==> src/design/otms_pkg.sv <==
// Shared types and constants for the obstacle-triggered motion sequencer.
package otms_pkg;

  typedef enum logic [2:0] {
    PH_FORWARD = 3'd0,
    PH_STOP    = 3'd1,
    PH_LEFT    = 3'd2,
    PH_AGAIN   = 3'd3,
    PH_RIGHT   = 3'd4,
    PH_DONE    = 3'd5
  } phase_e;

  typedef enum logic [1:0] {
    DIR_STOP = 2'd0,
    DIR_POS  = 2'd1,
    DIR_NEG  = 2'd2
  } dir_e;

  typedef enum logic [2:0] {
    REG_THRESHOLD = 3'd0,
    REG_CONFIRM   = 3'd1,
    REG_STOP_WAIT = 3'd2,
    REG_LEFT      = 3'd3,
    REG_AGAIN     = 3'd4,
    REG_RIGHT     = 3'd5,
    REG_LIMIT     = 3'd6
  } cfg_reg_e;

  localparam int unsigned NumMotors = 3;

  localparam logic [15:0] DistMinTenth = 16'd20;
  localparam logic [15:0] DistMaxTenth = 16'd4000;
  localparam logic [6:0]  LimitMax     = 7'd100;

  // 1023 * 5243, paired with a shift of 19: exact floor(1023 * m / 100) for m <= 100
  localparam logic [22:0] DutyMul   = 23'd5363589;
  localparam int unsigned DutyShift = 19;

  localparam logic signed [7:0] RawFwd   [NumMotors] = '{-8'sd20, 8'sd0, 8'sd25};
  localparam logic signed [7:0] RawLeft  [NumMotors] = '{-8'sd24, -8'sd30, -8'sd18};
  localparam logic signed [7:0] RawRight [NumMotors] = '{8'sd18, 8'sd30, 8'sd24};
  localparam logic [NumMotors-1:0] MotorNeg = 3'b100;

  typedef struct packed {
    logic [9:0]  tick_ms;
    logic        sample_new;
    logic [15:0] distance_tenth_cm;
  } in_req_t;

  typedef struct packed {
    logic [2:0]        motion_phase;
    logic signed [7:0] drive_a;
    logic signed [7:0] drive_b;
    logic signed [7:0] drive_d;
    logic [9:0]        duty_a;
    logic [9:0]        duty_b;
    logic [9:0]        duty_d;
    logic              standby_on;
    logic [7:0]        close_count;
    logic [2:0]        direction_changed;
  } out_res_t;

  typedef struct packed {
    logic signed [7:0] raw;
    logic              negate;
    logic              zero_after;
  } motor_cmd_t;

  typedef struct packed {
    dir_e dir;
    logic changed;
  } motor_stat_t;

endpackage

==> src/design/obstacle_triggered_motion_sequencer_core.sv <==
// Top level of the obstacle-triggered motion sequencer.
// Usage:
//   Input channel (in_valid_i / in_stall_o / in_req_i) takes one control tick per
//   request: elapsed milliseconds and an optional distance sample in 0.1 cm.
//   Output channel (out_valid_o / out_stall_i / out_res_o) returns one result per
//   tick: phase, three motor commands, PWM duties, standby, close count and the
//   direction-change mask.
//   The result is registered: a tick accepted in one cycle is shown in the next.
//   Throughput is one tick per cycle unless the output stalls; the phase, timer,
//   counter and direction registers update at the accepting edge, and the result
//   sits in the output register, so the next tick is taken in the same cycle the
//   result is taken. While the receiver stalls with a result pending, in_stall_o
//   is high and the result holds.
//   Reset puts the block in the forward phase with timer and close count at zero,
//   all motors stopped and the registers at their default values.
//   The APB port writes and reads the seven registers at byte address 4*i; write
//   them only while no tick is in flight.
module obstacle_triggered_motion_sequencer_core #(
  parameter int unsigned TIMER_BITS = 16,
  parameter int unsigned COUNT_BITS = 8
) (
  input  logic                clk_i,
  input  logic                rst_ni,
  input  logic                in_valid_i,
  output logic                in_stall_o,
  input  otms_pkg::in_req_t   in_req_i,
  output logic                out_valid_o,
  input  logic                out_stall_i,
  output otms_pkg::out_res_t  out_res_o,
  input  logic                psel,
  input  logic                penable,
  input  logic                pwrite,
  input  logic [4:0]          paddr,
  input  logic [31:0]         pwdata,
  output logic [31:0]         prdata,
  output logic                pready
);
  import otms_pkg::*;

  localparam int unsigned SumW = (TIMER_BITS > 10 ? TIMER_BITS : 10) + 1;
  localparam int unsigned CmpW = TIMER_BITS > 16 ? TIMER_BITS : 16;
  localparam int unsigned CcW  = COUNT_BITS > 8 ? COUNT_BITS : 8;

  logic [11:0] thresh_q;
  logic [7:0]  confirm_q;
  logic [15:0] stop_ms_q;
  logic [15:0] left_ms_q;
  logic [15:0] again_ms_q;
  logic [15:0] right_ms_q;
  logic [6:0]  limit_q;

  phase_e                phase_q, phase_d, phase_mid;
  logic [TIMER_BITS-1:0] timer_q, timer_d, timer_sat, timer_mid;
  logic [COUNT_BITS-1:0] cnt_q, cnt_d, cnt_upd;
  dir_e                  last_dir_q [NumMotors];

  logic                  out_valid_q;
  out_res_t              out_q, out_d;

  logic [SumW-1:0]       sum;
  logic [CmpW-1:0]       timer_ext;
  logic [CcW-1:0]        cnt_ext;
  logic                  close_hit;
  logic                  confirm;
  logic                  right_done;
  logic                  in_fire;
  logic                  cfg_wr;
  cfg_reg_e              cfg_sel;
  logic [6:0]            lim;

  motor_cmd_t            mcmd  [NumMotors];
  motor_stat_t           mstat [NumMotors];
  logic signed [7:0]     eff   [NumMotors];
  logic [9:0]            duty  [NumMotors];

  assign in_fire    = in_valid_i && !in_stall_o;
  assign in_stall_o = out_valid_q && out_stall_i;
  assign out_valid_o = out_valid_q;
  assign out_res_o   = out_q;

  // Configuration port
  assign pready  = 1'b1;
  assign cfg_sel = cfg_reg_e'(paddr[4:2]);
  assign cfg_wr  = psel && penable && pwrite;

  always_ff @(posedge clk_i or negedge rst_ni) begin
    if (!rst_ni) begin
      thresh_q   <= 12'd100;
      confirm_q  <= 8'd2;
      stop_ms_q  <= 16'd500;
      left_ms_q  <= 16'd1500;
      again_ms_q <= 16'd1000;
      right_ms_q <= 16'd1500;
      limit_q    <= 7'd40;
    end else if (cfg_wr) begin
      case (cfg_sel)
        REG_THRESHOLD: thresh_q   <= pwdata[11:0];
        REG_CONFIRM:   confirm_q  <= pwdata[7:0];
        REG_STOP_WAIT: stop_ms_q  <= pwdata[15:0];
        REG_LEFT:      left_ms_q  <= pwdata[15:0];
        REG_AGAIN:     again_ms_q <= pwdata[15:0];
        REG_RIGHT:     right_ms_q <= pwdata[15:0];
        REG_LIMIT:     limit_q    <= pwdata[6:0];
        default: ;
      endcase
    end
  end

  always_comb begin
    case (cfg_sel)
      REG_THRESHOLD: prdata = 32'(thresh_q);
      REG_CONFIRM:   prdata = 32'(confirm_q);
      REG_STOP_WAIT: prdata = 32'(stop_ms_q);
      REG_LEFT:      prdata = 32'(left_ms_q);
      REG_AGAIN:     prdata = 32'(again_ms_q);
      REG_RIGHT:     prdata = 32'(right_ms_q);
      REG_LIMIT:     prdata = 32'(limit_q);
      default:       prdata = 32'd0;
    endcase
  end

  // Next state
  always_comb begin
    sum = SumW'(timer_q) + SumW'(in_req_i.tick_ms);
    if (sum > SumW'({TIMER_BITS{1'b1}})) begin
      timer_sat = {TIMER_BITS{1'b1}};
    end else begin
      timer_sat = sum[TIMER_BITS-1:0];
    end

    close_hit = (in_req_i.distance_tenth_cm >= DistMinTenth) &&
                (in_req_i.distance_tenth_cm <= DistMaxTenth) &&
                (in_req_i.distance_tenth_cm <= 16'(thresh_q));
    cnt_upd = cnt_q;
    if (in_req_i.sample_new) begin
      if (!close_hit) begin
        cnt_upd = '0;
      end else if (cnt_q != {COUNT_BITS{1'b1}}) begin
        cnt_upd = cnt_q + COUNT_BITS'(1);
      end
    end

    confirm   = (phase_q == PH_FORWARD) && (CcW'(cnt_upd) >= CcW'(confirm_q));
    phase_mid = confirm ? PH_STOP : phase_q;
    timer_mid = confirm ? '0 : timer_sat;
    cnt_d     = confirm ? '0 : cnt_upd;
    timer_ext = CmpW'(timer_mid);

    phase_d    = phase_mid;
    timer_d    = timer_mid;
    right_done = 1'b0;
    case (phase_mid)
      PH_FORWARD: ;
      PH_STOP: begin
        if (timer_ext >= CmpW'(stop_ms_q)) begin
          phase_d = PH_LEFT;
          timer_d = '0;
        end
      end
      PH_LEFT: begin
        if (timer_ext >= CmpW'(left_ms_q)) begin
          phase_d = PH_AGAIN;
          timer_d = '0;
        end
      end
      PH_AGAIN: begin
        if (timer_ext >= CmpW'(again_ms_q)) begin
          phase_d = PH_RIGHT;
          timer_d = '0;
        end
      end
      PH_RIGHT: begin
        if (timer_ext >= CmpW'(right_ms_q)) begin
          phase_d    = PH_DONE;
          timer_d    = '0;
          right_done = 1'b1;
        end
      end
      default: phase_d = PH_DONE;
    endcase
  end

  // Motor commands
  assign lim = (limit_q > LimitMax) ? LimitMax : limit_q;

  for (genvar m = 0; m < NumMotors; m++) begin : g_motor
    always_comb begin
      mcmd[m].negate     = MotorNeg[m];
      mcmd[m].zero_after = right_done;
      case (phase_mid)
        PH_FORWARD: mcmd[m].raw = RawFwd[m];
        PH_AGAIN:   mcmd[m].raw = RawFwd[m];
        PH_LEFT:    mcmd[m].raw = RawLeft[m];
        PH_RIGHT:   mcmd[m].raw = RawRight[m];
        default:    mcmd[m].raw = 8'sd0;
      endcase
    end

    otms_motor u_motor (
      .lim_i      (lim),
      .cmd_i      (mcmd[m]),
      .last_dir_i (last_dir_q[m]),
      .eff_o      (eff[m]),
      .duty_o     (duty[m]),
      .stat_o     (mstat[m])
    );

    always_ff @(posedge clk_i or negedge rst_ni) begin
      if (!rst_ni) begin
        last_dir_q[m] <= DIR_STOP;
      end else if (in_fire) begin
        last_dir_q[m] <= mstat[m].dir;
      end
    end
  end

  // Result
  always_comb begin
    cnt_ext                 = CcW'(cnt_d);
    out_d.motion_phase      = phase_d;
    out_d.drive_a           = eff[0];
    out_d.drive_b           = eff[1];
    out_d.drive_d           = eff[2];
    out_d.duty_a            = duty[0];
    out_d.duty_b            = duty[1];
    out_d.duty_d            = duty[2];
    out_d.standby_on        = (phase_d != PH_DONE);
    out_d.close_count       = (cnt_ext > CcW'(8'hFF)) ? 8'hFF : cnt_ext[7:0];
    out_d.direction_changed = {mstat[2].changed, mstat[1].changed, mstat[0].changed};
  end

  always_ff @(posedge clk_i or negedge rst_ni) begin
    if (!rst_ni) begin
      phase_q     <= PH_FORWARD;
      timer_q     <= '0;
      cnt_q       <= '0;
      out_valid_q <= 1'b0;
    end else begin
      if (in_fire) begin
        phase_q <= phase_d;
        timer_q <= timer_d;
        cnt_q   <= cnt_d;
      end
      if (in_fire) begin
        out_valid_q <= 1'b1;
      end else if (!out_stall_i) begin
        out_valid_q <= 1'b0;
      end
    end
  end

  always_ff @(posedge clk_i) begin
    if (in_fire) begin
      out_q <= out_d;
    end
  end

  a_done_sticks: assert property (@(posedge clk_i) disable iff (!rst_ni)
    phase_q == PH_DONE |=> phase_q == PH_DONE)
    else $error("done phase left");

  a_standby_matches: assert property (@(posedge clk_i) disable iff (!rst_ni)
    out_valid_q |-> (out_q.standby_on == (out_q.motion_phase != PH_DONE)))
    else $error("standby does not follow phase");

  a_confirm_clears: assert property (@(posedge clk_i) disable iff (!rst_ni)
    in_fire && phase_q == PH_FORWARD && phase_d != PH_FORWARD |=> cnt_q == '0)
    else $error("close count kept after confirm");

  a_duty_zero: assert property (@(posedge clk_i) disable iff (!rst_ni)
    out_valid_q |-> ((out_q.drive_a == 8'sd0) == (out_q.duty_a == 10'd0)))
    else $error("duty and command disagree");

  a_stop_zero: assert property (@(posedge clk_i) disable iff (!rst_ni)
    out_valid_q && out_q.motion_phase == PH_STOP |->
      out_q.drive_a == 8'sd0 && out_q.drive_b == 8'sd0 && out_q.drive_d == 8'sd0)
    else $error("motors driven in stop wait");

endmodule

==> src/design/otms_motor.sv <==
// One motor channel: clamp, sign, PWM duty and direction tracking.
module otms_motor (
  input  logic [6:0]          lim_i,
  input  otms_pkg::motor_cmd_t cmd_i,
  input  otms_pkg::dir_e      last_dir_i,
  output logic signed [7:0]   eff_o,
  output logic [9:0]          duty_o,
  output otms_pkg::motor_stat_t stat_o
);
  import otms_pkg::*;

  logic signed [7:0] lim_s;
  logic signed [7:0] clamped;
  logic signed [7:0] signed_cmd;
  dir_e              first_dir;
  logic [6:0]        mag;
  logic [29:0]       prod;

  assign lim_s = signed'({1'b0, lim_i});

  always_comb begin
    if (cmd_i.raw > lim_s) begin
      clamped = lim_s;
    end else if (cmd_i.raw < -lim_s) begin
      clamped = -lim_s;
    end else begin
      clamped = cmd_i.raw;
    end
    signed_cmd = cmd_i.negate ? -clamped : clamped;
    if (signed_cmd > 8'sd0) begin
      first_dir = DIR_POS;
    end else if (signed_cmd < 8'sd0) begin
      first_dir = DIR_NEG;
    end else begin
      first_dir = DIR_STOP;
    end
  end

  assign eff_o = cmd_i.zero_after ? 8'sd0 : signed_cmd;
  assign mag   = eff_o[7] ? 7'(-eff_o) : eff_o[6:0];
  assign prod  = 30'(mag) * 30'(DutyMul);
  assign duty_o = prod[DutyShift+9:DutyShift];

  assign stat_o.dir     = cmd_i.zero_after ? DIR_STOP : first_dir;
  assign stat_o.changed = (first_dir != last_dir_i) ||
                          (cmd_i.zero_after && first_dir != DIR_STOP);

endmodule

==> config.mk <==
export PLATFORM = sky130hd
export DESIGN_NAME = obstacle_triggered_motion_sequencer_core
export DESIGN_NICKNAME = d
export VERILOG_FILES = /design/src/design/otms_pkg.sv /design/src/design/obstacle_triggered_motion_sequencer_core.sv /design/src/design/otms_motor.sv
export SDC_FILE = /design/constraint.sdc
export NUM_CORES = 1
export LEC_CHECK = 0
export ABC_CLOCK_PERIOD_IN_PS = 12910
export BUFFER_PORTS_ARGS = -buffer_cell sky130_fd_sc_hd__buf_2
export CAP_MARGIN = 20
export CORE_ASPECT_RATIO = 2
export CORE_MARGIN = 5
export CORE_UTILIZATION = 50
export DETAILED_ROUTE_END_ITERATION = 16
export GPL_ROUTABILITY_DRIVEN = 0
export GPL_TIMING_DRIVEN = 1
export PLACE_DENSITY = 0.66
export SLEW_MARGIN = 5
export SYNTH_ARGS = -nofsm -noshare
export SYNTH_HDL_FRONTEND = slang
export SYNTH_HIERARCHICAL = 1
export SYNTH_SLANG_ARGS = --single-unit
==> constraint.sdc <==
create_clock -name clk_i -period 12.91 [get_ports clk_i]
set_clock_uncertainty 0.15 [all_clocks]
set_input_delay 1.291 -clock clk_i [delete_from_list [all_inputs] [get_ports clk_i]]
set_output_delay 1.291 -clock clk_i [all_outputs]
set_load 0.02 [all_outputs]
; After elaboration in Yosys (flattened, before gate mapping)
; Cells that the tools add are included.
[word_totals]
mem_count = 0
register_bits = 194
mem_bits_rw = 0
romBits = 0
elab_cells = 148
latch_bits = 0
[classes]
bitwise_logic = 0
shift = 0
n_addsub = 7
n_mul = 3
div = 0
reduce_logical = 28
order_cmp = 23
n_mux = 47
n_eq_ne = 16
[op_table]
columns = op, n
row1 = $pmux W16 S7, 1
row2 = $mux W8, 13
row3 = $mux W16, 6
row4 = $mul A7 B23 Y29 const B, 3
row5 = $ge A16 B16 Y1, 4
row6 = $pmux W16 S4, 1
row7 = $pmux W8 S3, 2
row8 = $mux W7, 4
row9 = $gt A8 B1 Y1 const B, 3
row10 = $gt A8 B8 Y1, 3
row11 = $lt A8 B1 Y1 const B, 3
row12 = $lt A8 B8 Y1, 3
row13 = $neg A7 Y7, 3
row14 = $mux W2, 9
row15 = $add A16 B10 Y17, 1
row16 = $gt A17 B16 Y1 const B, 1
row17 = $ge A16 B5 Y1 const B, 1
row18 = $le A16 B12 Y1, 1
row19 = $le A16 B12 Y1 const B, 1
row20 = $pmux W8 S2, 1
row21 = $mux W3, 5
row22 = $pmux W3 S5, 1
row23 = $reduce_and A2 Y1, 7
row24 = $eq A3 B2 Y1 const B, 4
row25 = other kinds (19), 43

; Depth between registers and ports, before layout
; Gate-level depths: netlist of run 1.
[logic_depth]
depth_word = 21
mapped_depth = 55
depth_no_buf = 55

; By module
; Netlist of run 1, hierarchy kept.
[by_module_without_submodules]
columns = mod, n_inst, cells_each, area_per_inst_um2
row1 = obstacle_triggered_motion_sequencer_core, 1, 1112, 10946.7
row2 = otms_motor at g_motor[2].u_motor, 1, 457, 3648.5
row3 = otms_motor at g_motor[0].u_motor, 1, 408, 3301.9
row4 = otms_motor at g_motor[1].u_motor, 1, 400, 3245.6

; Least setup slack after synthesis of run 1
; OpenSTA, ideal clock, no wires.
[synth_path]
path_kind = in2reg
startpoint = in in_req_i[9] (netlist bit)
endpoint = reg out_q (netlist bit out_res_o[20]) (data pin)
slack_ns = 0.346
n_path_buf = 1
arrival_time_ns = 12.155
required_time_ns = 12.502
setup_ns = 0.258
stages = 50
path_cell_list = ha_1 nand2_1 or2_1 o21ai_0 nand2_1 a21boi_1 nor2_1 ha_1 a211oi_1 o21ai_1 a21oi_1 nand2_1 a21oi_1 or2_2 ha_1 nand4_1 nor2_1 nor3_1 [14 not listed] ha_1 inv_1 fa_1 fa_1 inv_1 ha_1 a21o_1 a21o_1 a21o_1 a21o_1 a21o_1 a21o_1 a21o_1 a21o_1 a21o_1 a31o_2 a211oi_2 xnor2_1
[synth_lines]
columns = element, line_no
row1 = start: declaration, obstacle_triggered_motion_sequencer_core.sv:26  ; input otms_pkg::in_req_t in_req_i,
row2 = end signal: assignment, obstacle_triggered_motion_sequencer_core.sv:254  ; out_q <= out_d;
row3 = end: declaration, obstacle_triggered_motion_sequencer_core.sv:58  ; out_res_t out_q, out_d;

==> results by group, run 1 <==
Setup path
  – Reg2Reg Setup Slack: 1030 ps
  – Critical path destination: out_res_o[18]
  – Critical path type: in -> reg
  – Largest fanout on the critical path: 8
  – Worst r2r dst: out_res_o[18]
  – Data arrival time of the worst path: 12240 ps
  – CP peak stage delay: approximately 510 ps
  – Crit. Startpoint: in_req_i[3]
  – Reg2reg start: thresh_q[5]
  – Most used cell, CP: a21o_1
  – Slowest CP cell: fa_1
  – Setup crit end kind: flop
  – Critical Path RT: 12990 ps
  – Worst R2R Path Depth: between 50 and 60
  – CP Launch Type: input port

STA
  – Final Setup Violations: 0
  – Slew Limit Fails: 0
  – Fmax: 0.0822 GHz
  – Worst Tran Pin Value: 1070 ps
  – Unrepaired setup endpoints after global routing: false
  – Post-route minimum period: between 10000 and 15000 ps
  – PnR worst setup slack: 750 ps
  – Period Utilization, post-route: 94.2%
  – Rel. slew slack: 28.1%
  – Final number of hold-violating endpoints: 0

Route
  – ANT nets after route: 0
  – Top layer in use: met4
  – DR iter-0 viols: 987
  – WL/cell: 18.9 um
  – Met2 routed WL: 32.1 mm
  – Metal-1 WL: 20.5 mm
  – Via count: between 15k and 20k
  – WL final: roughly 60 mm
  – DR pass1 iterations: 7
  – Remaining DRCs: 0
  – Vias/cell: 5.81
  – Met3 wire length: 2.09 mm

Clock network
  – Post-CTS Repair Setup Buffers: 0
  – Cts hold-fix bufs: 0
  – Clock sink count: 194
  – H-tree depth: 4
  – CTS tree: built
  – Clock buffer count from CTS: 17
  – Root buffer cell: clkbuf_16
  – Clock Latency Late Sink: 480 ps
  – CTS max path bufs: 2
  – Clock slew at reported path FFs: 90 ps

Job
  – Max_cap viols: 0

Final layout
  – Most common cell after layout, fill and taps aside: ha_1
  – Final Non-Filler Cells: 3132
  – # diodes: 0
  – Most frequent cells in the layout: ha_1 (338), inv_1 (295), nand2_1 (207)
  – Synth-to-Final Area Change: 11.8%
  – Final Cell Area: 23600 um2
  – Share of layout cells above drive strength 1: 16.6%
  – Final nets: 3058

Global route
  – Grt ovf: 0
  – Vias in the first global route: 19.1k
  – First-pass GRT wire length: 95.6 mm
  – Maximum number of pins on one net before global-route repair: 75
  – Antenna violations before repair: 0
  – GRT Overall Usage: 25.6%

Synthesis
  – Post-synth EDFFs: 69
  – Synthesis Warnings: 6
  – Post-synthesis average cell area: just under 9 um2
  – Gate Count Post-Synth: 2377
  – Synth Flop Type: dfrtp_1
  – Sequential share of the synthesized area: 24.8%
  – Ys async rst share: 64.4%
  – Synthesis-stage register bit count: 194
  – Post-synth cell types: 121
  – Post-synth design cell area: 21100 um2

Min path
  – Hold Path Class: reg -> reg

Placement
  – # port buffers: 139
  – Cell Count Post-Placement: 3098
  – HPWL Detailed: 47.9 mm
  – Cell Area, Placed: 23000 um2
  – Worst slack, placed: -51.3 ps

Floorplan
  – I/O pin total: 175
  – Die Wd: 155 um
  – Core area: 41800 um2
  – Num rows: 106
  – Initial Util: 50.6%
  – Die area: 46700 um2
  – Die H: 301 um

Run status
  – Status: completed
[final cells by class]
cell class,instances,area [um2]
fillers,3822,18100
flip-flops and latches,194,5240
repair buffers,238,1450
multi-input cells,1828,14500
inverters,300,1130
clock buffers,19,475
clock inverters,13,156
well taps,540,676
[sequential cells by signal, summed over array words and instances (netlist names)]
name         count
out_res_o       69
again_ms_q      16
left_ms_q       16
right_ms_q      16
stop_ms_q       16
timer_q         16
thresh_q        12
cnt_q            8
confirm_q        8
limit_q          7
last_dir_q       6
phase_q          3
out_valid_o      1
[synth_stat cells, drive strengths merged (9+ instances only)]
library cell / count / area [um2]
a2111oi: 9 / 86.3
a211oi: 23 / 200
a21o: 55 / 413
a21oi: 138 / 717
a22oi: 14 / 110
a31oi: 24 / 163
and2: 25 / 161
and3: 23 / 144
buf: 33 / 236
clkbuf: 53 / 199
dfrtp: 93 / 2330
dfstp: 32 / 841
edfxtp: 69 / 2070
fa: 70 / 1400
ha: 338 / 4230
inv: 298 / 1120
mux2: 32 / 368
mux2i: 26 / 268
nand2: 207 / 777
nand2b: 24 / 150
nand3: 38 / 190
nand4: 27 / 169
nor2: 171 / 654
nor2b: 33 / 206
nor3: 45 / 273
nor4: 11 / 68.8
o211ai: 11 / 87.6
o21a: 20 / 150
o21ai: 147 / 739
o21bai: 9 / 67.6
o221ai: 9 / 78.8
o22ai: 12 / 93.8
o31ai: 13 / 159
or2: 24 / 153
or3: 13 / 86.3
xnor2: 56 / 490
xor2: 31 / 272
[worst max-delay path: cells and delay by family]
family                   cells  cell delay, ps
AO/OA/AOI/OAI               27            4720
XOR/XNOR                     2             300
adder cells (fa/ha/maj)     10            3090
buffers and inverters        7             810
AND/OR/NAND/NOR             10            2000
[cells by family after synthesis]
family	count (synthesis)	share of synthesized area, %
adders and majority gates	408	26.6
xor gates and xnor gates	88	3.71
AOI/OAI and AO/OA	559	18.1
other	2	0.0355
muxes	63	3.54
and+or+nand+nor	677	15.8
buffers and inverters	386	7.39
DFF	194	24.8
[what timing repair did]
| item | CTS | global route |
|---|---|---|
| gates resized for setup | 0 | 5 |
| hold endpoints to repair | 0 | 0 |
| setup endpoints to repair | 0 | 10 |
[metrics by stage]
stage	hold WS [ps]	TNS (ps)	utilization [%]
2_1_floorplan	323	0	-
3_3_place_gp	339	0	55.0
3_5_place_dp	352	-55.2	55.0
4_1_cts	370	0	56.5
5_1_grt	412	0	56.6
6_report	368	0	56.6
[how the worst min path moves through the flow]
stage,cells past startpoint,from,slack (ps),end
6_report,2,last_dir_q[1],370,last_dir_q[1]
2_1_floorplan,2,last_dir_q[4],320,last_dir_q[4]
3_5_place_dp,2,last_dir_q[1],350,last_dir_q[1]
4_1_cts,2,last_dir_q[1],370,last_dir_q[1]
5_1_grt,2,left_ms_q[4],410,left_ms_q[4]
3_3_place_gp,2,last_dir_q[1],340,last_dir_q[1]
[per-layer routing]
metal,vias to the layer above,track usage (%)
met2,545,49.0
met4,0,17.7
li1,8760,-
met1,8670,25.0
met5,-,0
met3,211,2.85
Power of run 1 is left out: the tool's default activity adds up to more than one toggle a clock period on the data nets, which glitch-free logic cannot reach.
==> run 2, diff against run 1 <==
- CELL_PAD_IN_SITES_DETAIL_PLACEMENT: default -> 0
- CELL_PAD_IN_SITES_GLOBAL_PLACEMENT: default -> 1
- CORE_UTILIZATION: 50 -> 48
- PLACE_DENSITY: 0.66 -> 0.8
- REMOVE_ABC_BUFFERS: default -> 1
==> run 2 against run 1 <==
- critical path type unchanged
- clock-buffer cell count fell by 1
- register-to-register slack got worse by 70 ps
- final cell count rose by 1.3%
- routed wire length rose by 1.8%
- critical path depth did not move
- utilization fell by 1.8 points
- die area rose by 4.0%
==> results by group, run 2 (same netlist as run 1, synthesis figures left out) <==
Run status
  – Status: completed (unchanged)

Placement
  – Worst slack, placed: -126 ps (was -51.3 ps)
  – # port buffers: 139 (unchanged)
  – HPWL Detailed: 49.8 mm (was 47.9 mm)
  – Cell Count Post-Placement: 3141 (was 3098)

Setup path
  – Most used cell, CP: a21o_1 (unchanged)
  – CP peak stage delay: 530 ps (was 510 ps)
  – CP Launch Type: input port (unchanged)
  – Critical path type: in -> reg (unchanged)
  – Largest fanout on the critical path: 5 (was 8)
  – Data arrival time of the worst path: 12350 ps (was 12240 ps)
  – Slowest CP cell: fa_1 (unchanged)
  – Critical Path RT: 12980 ps (was 12990 ps)
  – Setup crit end kind: flop (unchanged)

Floorplan
  – Initial Util: 48.6% (was 50.6%)
  – Die area: 48600 um2 (was 46700 um2)
  – Core area: 43500 um2 (was 41800 um2)
  – Die H: 307 um (was 301 um)
  – I/O pin total: 175 (unchanged)
  – Die Wd: 158 um (was 155 um)
  – Num rows: 108 (was 106)

STA
  – Fmax: 0.0815 GHz (was 0.0822 GHz)
  – Final number of hold-violating endpoints: 0 (unchanged)
  – Unrepaired setup endpoints after global routing: false (unchanged)
  – Slew Limit Fails: 0 (unchanged)
  – Period Utilization, post-route: 95.1% (was 94.2%)
  – Final Setup Violations: 0 (unchanged)
  – Worst Tran Pin Value: 1160 ps (was 1070 ps)
  – Post-route minimum period: 12280 ps (was 12160 ps)
  – PnR worst setup slack: 635 ps (was 750 ps)
  – Rel. slew slack: 22.3% (was 28.1%)

Final layout
  – Final nets: 3089 (was 3058)
  – Final Non-Filler Cells: 3174 (was 3132)
  – Final core utilization: 54.7% (was 56.6%)
  – Share of layout cells above drive strength 1: 17.6% (was 16.6%)
  – Most frequent cells in the layout: ha_1 (338), inv_1 (296), nand2_1 (206) (was ha_1 (338), inv_1 (295), nand2_1 (207))
  – Max reg flops: 69 (unchanged)
  – Most common cell after layout, fill and taps aside: ha_1 (unchanged)
  – Synth-to-Final Area Change: 12.6% (was 11.8%)

Route
  – Remaining DRCs: 0 (unchanged)
  – WL final: 60.2 mm (was 59.2 mm)
  – DR iter-0 viols: 793 (was 987)
  – ANT nets after route: 0 (unchanged)
  – Vias/cell: 5.68 (was 5.81)
  – Via count: 18.0k (was 18.2k)
  – DR pass1 iterations: 5 (was 7)
  – WL/cell: 19.0 um (was 18.9 um)

Clock network
  – Clock buffer count from CTS: 17 (unchanged)
  – H-tree depth: 4 (unchanged)
  – Clock sink count: 194 (unchanged)
  – Post-CTS Repair Setup Buffers: 0 (unchanged)
  – Clock Latency Late Sink: 470 ps (was 480 ps)
  – CTS max path bufs: 2 (unchanged)
  – Root buffer cell: clkbuf_16 (unchanged)
  – Clock slew at reported path FFs: 80 ps (was 90 ps)
  – CTS tree: built (unchanged)

Global route
  – Vias in the first global route: 19.0k (was 19.1k)
  – First-pass GRT wire length: 95.3 mm (was 95.6 mm)
  – Grt ovf: 0 (unchanged)
  – Maximum number of pins on one net before global-route repair: 73 (was 75)
  – Antenna violations before repair: 1 (was 0)
  – GRT Overall Usage: 24.9% (was 25.6%)

Job
  – Max_cap viols: 0 (unchanged)

Min path
  – Hold Path Class: reg -> reg (unchanged)
-- run 2: cell types whose count changed in the layout (fill, tap and decap cells not counted), sizes merged --
cell / previous run / this run
clkinv: 6 / 7
diode: 0 / 1
clkinvlp: 2 / 0
buf: 237 / 269
clkbuf: 20 / 18
inv: 305 / 307
-- run 2: layout make-up --
cell class                 count  area (um2)
clock buffer                  18         429
antenna                        1        2.50
inverter                     300        1130
clock inverter                14         141
timing repair buffer         269        1690
fill                        4058       19700
tap                          550         688
sequential                   194        5240
multi-input combinational   1828       14500
-- run 2: worst paths after layout --
path / from / to / slack [ps] / cells past startpoint
min reg2reg: last_dir_q[2] / last_dir_q[2] / 380 / 2
min in group asynchronous: rst_ni / stop_ms_q[15] / 650 / 1
min: last_dir_q[2] / last_dir_q[2] / 380 / 2
max reg2reg: thresh_q[5] / out_res_o[20] / 960 / 56
max: in_req_i[3] / out_res_o[20] / 630 / 56
max in group asynchronous: rst_ni / right_ms_q[13] / 10590 / 2
-- run 2: metal layers --
metal  wire length, um  track usage [%]  share of wire [%]  vias up
met5                 0                0                  0        -
met1             20800             23.5                 34     8653
met2             34100             49.8                 57      411
met4              3810             14.5                6.3        0
li1                  -                -                  -     8791
met3              1560             2.38                2.6      162
-- run 2: critical path, delay by kind of cell --
family	cells	cell delay, ps
XOR/XNOR	2	170
AND/OR/NAND/NOR	11	1880
adder cells (fa/ha/maj)	10	3280
multiplexers	1	180
buffers and inverters	7	880
AO/OA/AOI/OAI	25	4630
-- run 2: metrics by stage --
| step | hold WS, ps | TNS (ps) | cell area [um2] |
|---|---|---|---|
| finish | 375 | 0 | 23800 |
| global route | 407 | 0 | 23800 |
| CTS | 378 | 0 | 23800 |
| detailed placement | 357 | -126 | 23200 |
| global placement | 343 | 0 | 23200 |
| floorplan | 323 | 0 | 20800 |
-- run 2: timing repair --
action                                  CTS  global route
gates resized for setup                   0             3
hold buffers                              0             0
endpoints found under the setup margin    0             6
Power of run 2 is left out for the same reason.
==> run 3, diff against run 2 <==
- ABC_CLOCK_PERIOD_IN_PS: 12910 -> 14750
- CORE_UTILIZATION: 48 -> 50
- PLACE_DENSITY: 0.8 -> 0.83
- REMOVE_ABC_BUFFERS: 1 -> default
- clock period: 12.91 -> 14.75 ns (I/O delays scaled with it)
==> run 3 against run 2 <==
- routed wire length fell by 0.64%
- register-to-register slack improved by 1000 ps
- setup slack improved by 830 ps
- utilization rose by 0.90 points
- final cell count fell by 2.7%
- worst hold slack got worse by 10 ps
- sequential share of layout area rose by 0.54 points
- sequential cell count did not move
- global-route usage rose by 1.0 points
- non-clock buffer count fell by 76
- critical path type unchanged
==> results by group, run 3 (same netlist as run 1, synthesis figures left out) <==
Setup path
  – Setup crit end kind: flop (unchanged)
  – CP delay by family, top: compound AO/OA/AOI/OAI gates (unchanged)
  – Critical Path RT: 14800 ps (was 12980 ps)
  – Critical path type: in -> reg (unchanged)
  – CP Launch Type: input port (unchanged)
  – Largest fanout on the critical path: 8 (was 5)
  – Most used cell, CP: a21o_1 (unchanged)
  – Data arrival time of the worst path: 13340 ps (was 12350 ps)
  – Crit path buf inv count: 6 (was 7)
  – CP peak stage delay: 510 ps (was 530 ps)
  – Slowest CP cell: fa_1 (unchanged)

Route
  – DR pass1 iterations: 7 (was 5)
  – Via count: 17.9k (was 18.0k)
  – ANT nets after route: 0 (unchanged)
  – DR iter-0 viols: 765 (was 793)
  – Remaining DRCs: 0 (unchanged)
  – Vias/cell: 5.78 (was 5.68)
  – WL/cell: 19.4 um (was 19.0 um)
  – WL final: 59.9 mm (was 60.2 mm)

Min path
  – Hold Path Class: reg -> reg (unchanged)

STA
  – Worst Tran Pin Value: 962 ps (was 1160 ps)
  – Slew Limit Fails: 0 (unchanged)
  – Post-route minimum period: 13290 ps
  – Final Setup Violations: 0 (unchanged)
  – Final number of hold-violating endpoints: 0 (unchanged)
  – Post-route setup TNS: 0 ps (unchanged)
  – Period Utilization, post-route: about nine tenths
  – Unrepaired setup endpoints after global routing: false (unchanged)
  – Rel. slew slack: 35.9% (was 22.3%)
  – Fmax: 0.0753 GHz

Global route
  – First-pass GRT wire length: 95.6 mm (was 95.3 mm)
  – M3 GR Usage: 2.82% (was 2.38%)
  – Met1 GRT Util: 23.5% (about the same)
  – Maximum number of pins on one net before global-route repair: 64 (was 73)
  – Most Used Layer, Global Route: met2 (unchanged)
  – Vias in the first global route: 18.8k (was 19.0k)
  – Met2 Use GR: 51.7% (was 49.8%)
  – GRT Overall Usage: 25.9% (was 24.9%)
  – Antenna violations before repair: 0 (was 1)
  – Grt ovf: 0 (unchanged)

Clock network
  – Clock slew at reported path FFs: 80 ps (about the same)
  – Clock sink count: 194 (unchanged)
  – Post-CTS sizing: 0 (unchanged)
  – Clock Latency Late Sink: 480 ps (was 470 ps)
  – Clock buffer count from CTS: 17 (unchanged)
  – Post-CTS Repair Setup Buffers: 0 (unchanged)
  – CTS tree: built (unchanged)
  – Cts hold-fix bufs: 0 (unchanged)
  – Root buffer cell: clkbuf_16 (unchanged)
  – CTS max path bufs: 2 (unchanged)
  – H-tree depth: 4 (unchanged)

Final layout
  – Final nets: 3013 (was 3089)
  – Max reg flops: 69 (unchanged)
  – Synth-to-Final Area Change: 9.89% (was 12.6%)
  – # diodes: 0 (was 1)
  – Most common cell after layout, fill and taps aside: ha_1 (unchanged)
  – Share of layout cells above drive strength 1: 14.9% (was 17.6%)
  – Most frequent cells in the layout: ha_1 (338), inv_1 (295), nand2_1 (207) (was ha_1 (338), inv_1 (296), nand2_1 (206))
  – # fillers: 3858 (was 4058)

Placement
  – # port buffers: 139 (unchanged)
  – HPWL Detailed: 49.0 mm (was 49.8 mm)

Floorplan
  – I/O pin total: 175 (unchanged)
  – Num rows: 106 (was 108)
  – Die H: 301 um (was 307 um)
  – Core area: 41800 um2 (was 43500 um2)
  – Die Wd: 155 um (was 158 um)
  – Die area: 46700 um2 (was 48600 um2)
  – Initial Util: 50.6% (was 48.6%)

Run status
  – Status: completed (unchanged)

Job
  – Max_cap viols: 0 (unchanged)
==> run 3: cell types whose count changed in the layout (fill, tap and decap cells not counted), sizes merged <==
cell / before / now
buf: 269 / 193
bufinv: 0 / 2
clkbuf: 18 / 21
clkinv: 7 / 4
diode: 1 / 0
inv: 307 / 305
==> run 3: cell type report <==
| cell class | count | area (um2) | share of cell area (%) |
|---|---|---|---|
| clock inverters | 11 | 141 | 0.609 |
| flip-flops and latches | 194 | 5240 | 22.6 |
| inverters | 300 | 1130 | 4.86 |
| repair buffers | 193 | 1100 | 4.75 |
| well taps | 540 | 676 | 2.91 |
| multi-input cells | 1828 | 14500 | 62.3 |
| clock buffers | 21 | 472 | 2.03 |
==> run 3: tightest hold or removal path: stages, from the launching register on <==
cell and delay, ps:
dfrtp_1 380, nand2_1 60, nand2_1 60
==> run 3: final timing paths <==
| check | startpoint | end | slack, ps | depth (start not counted) |
|---|---|---|---|---|
| min in group asynchronous | rst_ni | thresh_q[9] | 970 | 1 |
| max in group asynchronous | rst_ni | cnt_q[3] | 12040 | 2 |
| worst max-delay path | in_req_i[3] | out_res_o[18] | 1460 | 56 |
| worst max register to register | thresh_q[2] | out_res_o[31] | 2000 | 50 |
| worst min-delay path | last_dir_q[1] | last_dir_q[1] | 370 | 2 |
| worst min register to register | last_dir_q[1] | last_dir_q[1] | 370 | 2 |
==> run 3: routing by layer <==
layer / wire length, um / share of wire (%)
met1: 19800 / 33
met2: 33700 / 56
met3: 1720 / 2.9
met4: 4640 / 7.7
met5: 0 / 0
==> run 3: through the flow <==
step	utilization (%)	hold WS, ps	setup slack [ps]	instances	area [um2]
2_1_floorplan	-	323	2000	2408	21300
3_3_place_gp	54.1	340	1160	3055	22600
3_5_place_dp	54.1	352	1030	3055	22600
4_1_cts	55.6	368	1520	3087	23200
5_1_grt	55.6	396	668	3087	23200
6_report	55.6	365	1460	3087	23200
Power of run 3 is left out for the same reason.
